## src/hdl/pibb_pkg.sv

```systemverilog
// Package for the paged indirect bus bridge: item types, register map codes,
// controller command and datapath status structs, and default parameter values.
// No dependencies.
`timescale 1ns / 1ps

package pibb_pkg;

  // Default parameter values.
  localparam int unsigned STORE_WORDS_DEF = 16384;
  localparam int unsigned BRIDGE_PAGE_DEF = 4;

  // Register numbers of the management window.
  localparam logic [4:0] REG_PAGE_SEL = 5'h1f;
  localparam logic [4:0] REG_MODE     = 5'h10;
  localparam logic [4:0] REG_WA_HI    = 5'h11;
  localparam logic [4:0] REG_WA_LO    = 5'h12;
  localparam logic [4:0] REG_WD_HI    = 5'h13;
  localparam logic [4:0] REG_WD_LO    = 5'h14;
  localparam logic [4:0] REG_RA_HI    = 5'h15;
  localparam logic [4:0] REG_RA_LO    = 5'h16;
  localparam logic [4:0] REG_RD_HI    = 5'h17;
  localparam logic [4:0] REG_RD_LO    = 5'h18;

  // Mode register bit that selects auto-increment, and the address step.
  localparam int unsigned MODE_INCR_BIT = 15;
  localparam logic [31:0] ADDR_STEP     = 32'd4;

  // Access codes.
  localparam logic ACT_READ  = 1'b0;
  localparam logic ACT_WRITE = 1'b1;

  // One register access.
  typedef struct packed {
    logic        action;
    logic [4:0]  reg_addr;
    logic [15:0] reg_data;
  } in_t;

  // One access result.
  typedef struct packed {
    logic [15:0] read_value;
    logic        word_committed;
    logic [31:0] commit_address;
    logic [31:0] commit_word;
  } out_t;

  // Commands from the controller to the datapath.
  typedef struct packed {
    logic capture;
    logic idx_go;
    logic exec;
    logic finish_fetch;
  } ctrl_cmd_t;

  // Status from the datapath to the controller.
  typedef struct packed {
    logic mem_op;
    logic fetch;
    logic idx_done;
  } dp_status_t;

endpackage

```

## src/hdl/pibb_ctrl.sv

```systemverilog
// Controller state machine of the bridge: sequences capture, index, execute
// and fetch steps. Depends on pibb_pkg.
`timescale 1ns / 1ps

module pibb_ctrl (
  input  logic                  clk_i,
  input  logic                  rst_ni,
  input  logic                  start_i,
  input  pibb_pkg::dp_status_t  status_i,
  output pibb_pkg::ctrl_cmd_t   cmd_o,
  output logic                  busy_o,
  output logic                  done_o
);

  import pibb_pkg::*;

  localparam logic [1:0] ST_IDLE  = 2'd0;
  localparam logic [1:0] ST_EXEC  = 2'd1;
  localparam logic [1:0] ST_INDEX = 2'd2;
  localparam logic [1:0] ST_FETCH = 2'd3;

  logic [1:0] state_q, state_d;
  logic       done_q, done_d;

  // Next state and command decode.
  always_comb begin
    cmd_o   = '0;
    state_d = state_q;
    done_d  = 1'b0;
    case (state_q)
      ST_IDLE: begin
        if (start_i) begin
          cmd_o.capture = 1'b1;
          state_d       = ST_EXEC;
        end
      end
      ST_EXEC: begin
        if (status_i.mem_op && !status_i.idx_done) begin
          cmd_o.idx_go = 1'b1;
          state_d      = ST_INDEX;
        end else begin
          cmd_o.exec = 1'b1;
          if (status_i.fetch) begin
            state_d = ST_FETCH;
          end else begin
            state_d = ST_IDLE;
            done_d  = 1'b1;
          end
        end
      end
      ST_INDEX: begin
        if (status_i.idx_done) begin
          cmd_o.exec = 1'b1;
          if (status_i.fetch) begin
            state_d = ST_FETCH;
          end else begin
            state_d = ST_IDLE;
            done_d  = 1'b1;
          end
        end
      end
      ST_FETCH: begin
        cmd_o.finish_fetch = 1'b1;
        state_d            = ST_IDLE;
        done_d             = 1'b1;
      end
      default: begin
        state_d = ST_IDLE;
      end
    endcase
  end

  // State and result strobe registers.
  always_ff @(posedge clk_i or negedge rst_ni) begin
    if (!rst_ni) begin
      state_q <= ST_IDLE;
      done_q  <= 1'b0;
    end else begin
      state_q <= state_d;
      done_q  <= done_d;
    end
  end

  assign busy_o = state_q != ST_IDLE;
  assign done_o = done_q;

endmodule

```

## config.mk

```make
export PLATFORM = sky130hd
export DESIGN_NAME = pibb_ctrl
export DESIGN_NICKNAME = d
export VERILOG_FILES = /design/src/hdl/pibb_pkg.sv /design/src/hdl/pibb_ctrl.sv
export SDC_FILE = /design/constraint.sdc
export NUM_CORES = 1
export LEC_CHECK = 0
export BUFFER_PORTS_ARGS = -buffer_cell sky130_fd_sc_hd__clkbuf_2
export CAP_MARGIN = 20
export CORE_AREA = 2 2 39 41
export DETAILED_ROUTE_END_ITERATION = 10
export DIE_AREA = 0 0 41 43
export RECOVER_POWER = 100
export SYNTH_ARGS = -nofsm -noshare
export SYNTH_HDL_FRONTEND = slang
export SYNTH_SLANG_ARGS = --single-unit
```

## constraint.sdc

```tcl
create_clock -name clk_i -period 1.73 [get_ports clk_i]
set_clock_uncertainty 0.15 [all_clocks]
set_input_delay 0.173 -clock clk_i [delete_from_list [all_inputs] [get_ports clk_i]]
set_output_delay 0.173 -clock clk_i [all_outputs]
set_load 0.02 [all_outputs]
```

**After elaboration in Yosys (flattened, before gate mapping)**

Index checks and enable logic that the tools add are counted.

- Reductions and logical operators: 5
- Muxes and demuxes: 17
- Equality and inequality tests: 5

Operators by type and width:

| cell | number |
|---|---|
| 2-to-1 mux 1 bit | 10 |
| 2-to-1 mux 2 bit | 4 |
| one-hot mux 2 bit (4 select lines) | 1 |
| equality test 2 bit (second input constant) | 2 |
| inequality test 2 bit (second input constant) | 2 |
| one-hot mux 1 bit (3 select lines) | 1 |
| equality test 2 x 1 -> 1 bit (second input constant) | 1 |
| zero test 2 bit | 1 |
| one-hot mux 1 bit (2 select lines) | 1 |
| AND reduction 2 bit | 1 |
| nonzero test 2 bit | 1 |
| logical AND 1 bit | 1 |
| zero test 1 bit | 1 |

- Bits in registers: 3
- Word-level logic and storage cells: 29
- Input port bits: 6
- Output and inout port bits: 6

**Longest topological paths before layout**

- Depth after elaboration: 4
- Mapped depth: 5

**Least setup slack after synthesis**

OpenSTA, ideal clock, no wires.

- Path type: flip-flop to output port
- Start point: register state_q[0]
- End point: output port cmd_o[1] (netlist name)
- Path slack: 0.222 ns
- Stages on the path, launching flop included: 5
- Arrival time: 1.185 ns
- Data required time: 1.407 ns
- Buffers on the path: 0
- Cells stage by stage: dfrtp_1 -> inv_1 -> ha_1 -> o21ai_1 -> a21boi_1

RTL lines:

| element | RTL line | text |
|---|---|---|
| from (decl) | pibb_ctrl.sv:22 | `logic [1:0] state_q, state_d;` |
| from (signal assigned) | pibb_ctrl.sv:79 | `state_q <= state_d;` |
| to (decl) | pibb_ctrl.sv:10 | `output pibb_pkg::ctrl_cmd_t cmd_o,` |

==> flow_metrics.env <==
export IMPL_status="complete, no violations"
export IMPL_h_tree_depth=1
export IMPL_cp_endpoint="cmd_o[1]"
export IMPL_total_leakage_power_nw=0.218
export IMPL_finalHoldViolCount=0
export IMPL_crit_cells=4
export IMPL_clkTransAtPathRegs_ns=0.03
export IMPL_rows=14
export IMPL_grt_overflow_total=0
export IMPL_synth_top_area_frac=0.265
export IMPL_grt_antenna_before_repair=0
export IMPL_post_route_period_util=0.955
export IMPL_crit_required_ns=1.41
export IMPL_clock_path_buffers=2
export IMPL_vias=266
export IMPL_drive_gt1_frac=0.375
export IMPL_cp_cell_sequence="inv_2, ha_1, a21boi_2, buf_4"
export IMPL_final_common_cell="clkbuf_1"
export IMPL_rrSetupSlack_ns=0.25
export IMPL_reg2reg_to="state_q[0]"
export IMPL_p_per_area_nw_per_um2=1640
export IMPL_syn_avg_cell_area_um2=10.1
export IMPL_crit_fanout=4
export IMPL_tns_ns=0
export IMPL_max_freq_mhz=605
export IMPL_max_stage_delay_ns=0.40
export IMPL_critPathLaunch="state_q[0]"
export IMPL_yosys_area_top_type="dfrtp_1"
export IMPL_start_util=0.204
export IMPL_synth_top_family_by_area="adder cells"
export IMPL_final_cell_mix="clkbuf_1 (7), ha_1 (5), buf_4 (5)"
export IMPL_synthXorXnorAreaFrac=0
export IMPL_setup_viol=0
export IMPL_cts_tree="yes"
export IMPL_die_w_um=41
export IMPL_r2r_start="state_q[0]"
export IMPL_tightest_slew_ns=0.297
export IMPL_cts_buffers=3
export IMPL_num_io_pins=12
export IMPL_ant_nets=0
export IMPL_syn_cell_area_um2=283
export IMPL_ys_ff_latch=3
export IMPL_synth_compound_area_share=0.243
export IMPL_synthMuxAreaShare=0.0708
export IMPL_drv_cap=0
export IMPL_ys_types=18
export IMPL_cts_num_sinks=3
export IMPL_netlist_instances=28
export IMPL_slew_viol_final=0
export IMPL_synth_yosys_seq_area_share=0.265
export IMPL_startpoint_type="register"
export IMPL_dr_pass1_iters=1
export IMPL_die_h_um=43
export IMPL_syn_nets=40
export IMPL_drt_iter0_drc=0
export IMPL_clk_root_buffer_cell="clkbuf_4"
export IMPL_end_kind="output pin"
export IMPL_final_nets=61
export IMPL_path_buf_inv=2
export IMPL_yosys_top_cells_area="dfrtp_1 (27%), ha_1 (27%), mux2i_1 (7.1%)"
export IMPL_wl_per_cell_um=9.38
export IMPL_routed_via_density=4.16
export IMPL_maxSlewHeadroom=0.802
export IMPL_finalPower_mw=0.711
export IMPL_drc=0
export IMPL_hold_path_class="in2async"
export IMPL_worst_path_max_delay_cell="dfrtp_1"
export IMPL_fp_coreArea_um2=1380
export IMPL_syn2layout_area_growth_pct=53.1
export IMPL_clk_latency_ns=0.22
export IMPL_port_buffers=11
export IMPL_cp_top_family="flip-flops"
export IMPL_vdd_ir_drop_max_uv=329
export IMPL_min_period_ns=1.65
export IMPL_grtUsageTotal=0.0705
export IMPL_reg2reg_depth=5
export IMPL_synthAdderAreaFrac=0.265
export IMPL_grt_pass1_wl_um=862
export IMPL_yosysWarnings=0
export IMPL_cp_arrival_ns=1.33
export IMPL_grt_pass1_vias=244
export IMPL_place_hpwl_um=455
export IMPL_rsz0062_at_grt="no"
export IMPL_antenna_cells=0
export IMPL_critical_path_class="reg2out"
export IMPL_die_area_um2=1760
export IMPL_gp_congestion=0.653
export IMPL_routed_wl_um=600
export IMPL_grt_max_degree=6
export IMPL_yosys_area_share_simple=0.102
## registers in the layout, indices dropped and copies added, names as in the netlist
register and flops:
done_o 1, state_q 2
## Yosys cell counts (all sizes together)
master / instances
ha: 6
inv: 4
dfrtp: 3
mux2i: 2
a21boi: 1
a21o: 1
a21oi: 1
a31oi: 1
and2: 1
and3b: 1
nand2b: 1
o21a: 1
o21ai: 1
o21ba: 1
o21bai: 1
o22ai: 1
or2b: 1
## routing by layer
| metal | GRT usage | up-vias | part of all wire |
|---|---|---|---|
| met2 | 0.128 | 4 | 0.58 |
| met5 | 0 | - | 0 |
| met3 | 0 | 0 | 0.027 |
| met1 | 0.0747 | 124 | 0.39 |
| li1 | - | 138 | - |
| met4 | 0.0400 | 0 | 0 |
## worst min-delay path by stage
stage          slack (ns)  startpoint  cells past startpoint     end
6_report             0.13      rst_ni                      2  done_o
5_1_grt              0.16      rst_ni                      2  done_o
4_1_cts              0.13      rst_ni                      2  done_o
3_5_place_dp        -0.18      rst_ni                      1  done_o
3_3_place_gp        -0.18      rst_ni                      1  done_o
2_1_floorplan       -0.27      rst_ni                      0  done_o
## metrics by stage
step | cells | setup slack [ns] | instance area, um^2 | hold slack [ns] | util
finish | 64 | 0.0773 | 433 | 0.134 | 0.313
global route | 64 | 0.0164 | 433 | 0.160 | 0.313
CTS | 60 | 0.0105 | 397 | 0.125 | 0.287
detailed placement | 55 | 0.181 | 358 | -0.179 | 0.259
global placement | 55 | 0.205 | 358 | -0.180 | 0.259
floorplan | 28 | 0.222 | 283 | -0.273 | -
## area by class of cell
type | instances | area (um^2)
fillers | 152 | 951
multi-input cells | 21 | 206
repair buffers | 16 | 90.1
flip-flops and latches | 3 | 75.1
clock buffers | 4 | 26.3
well taps | 16 | 20.0
inverters | 4 | 15.0
## kinds of logic after synthesis
family	after synthesis
adders and majority gates	6
DFF	3
buffers and inverters	4
and+or+nand+nor	4
AOI/OAI and AO/OA	9
muxes	2
## timing repair
item                       4_1_cts  5_1_grt
buffers inserted                 0        4
hold endpoints to repair         3        0
pin swaps                        0        1
hold buffers                     1        0
resized for setup                2        6
setup endpoints to repair        1        2
## power breakdown
group	switching [mW]	internal (mW)	total, mW
clock network	0.0305	0.0860	0.117
logic	0.255	0.215	0.470
registers	0.0230	0.102	0.125
Note: power is estimated with default switching activity, not from simulation.
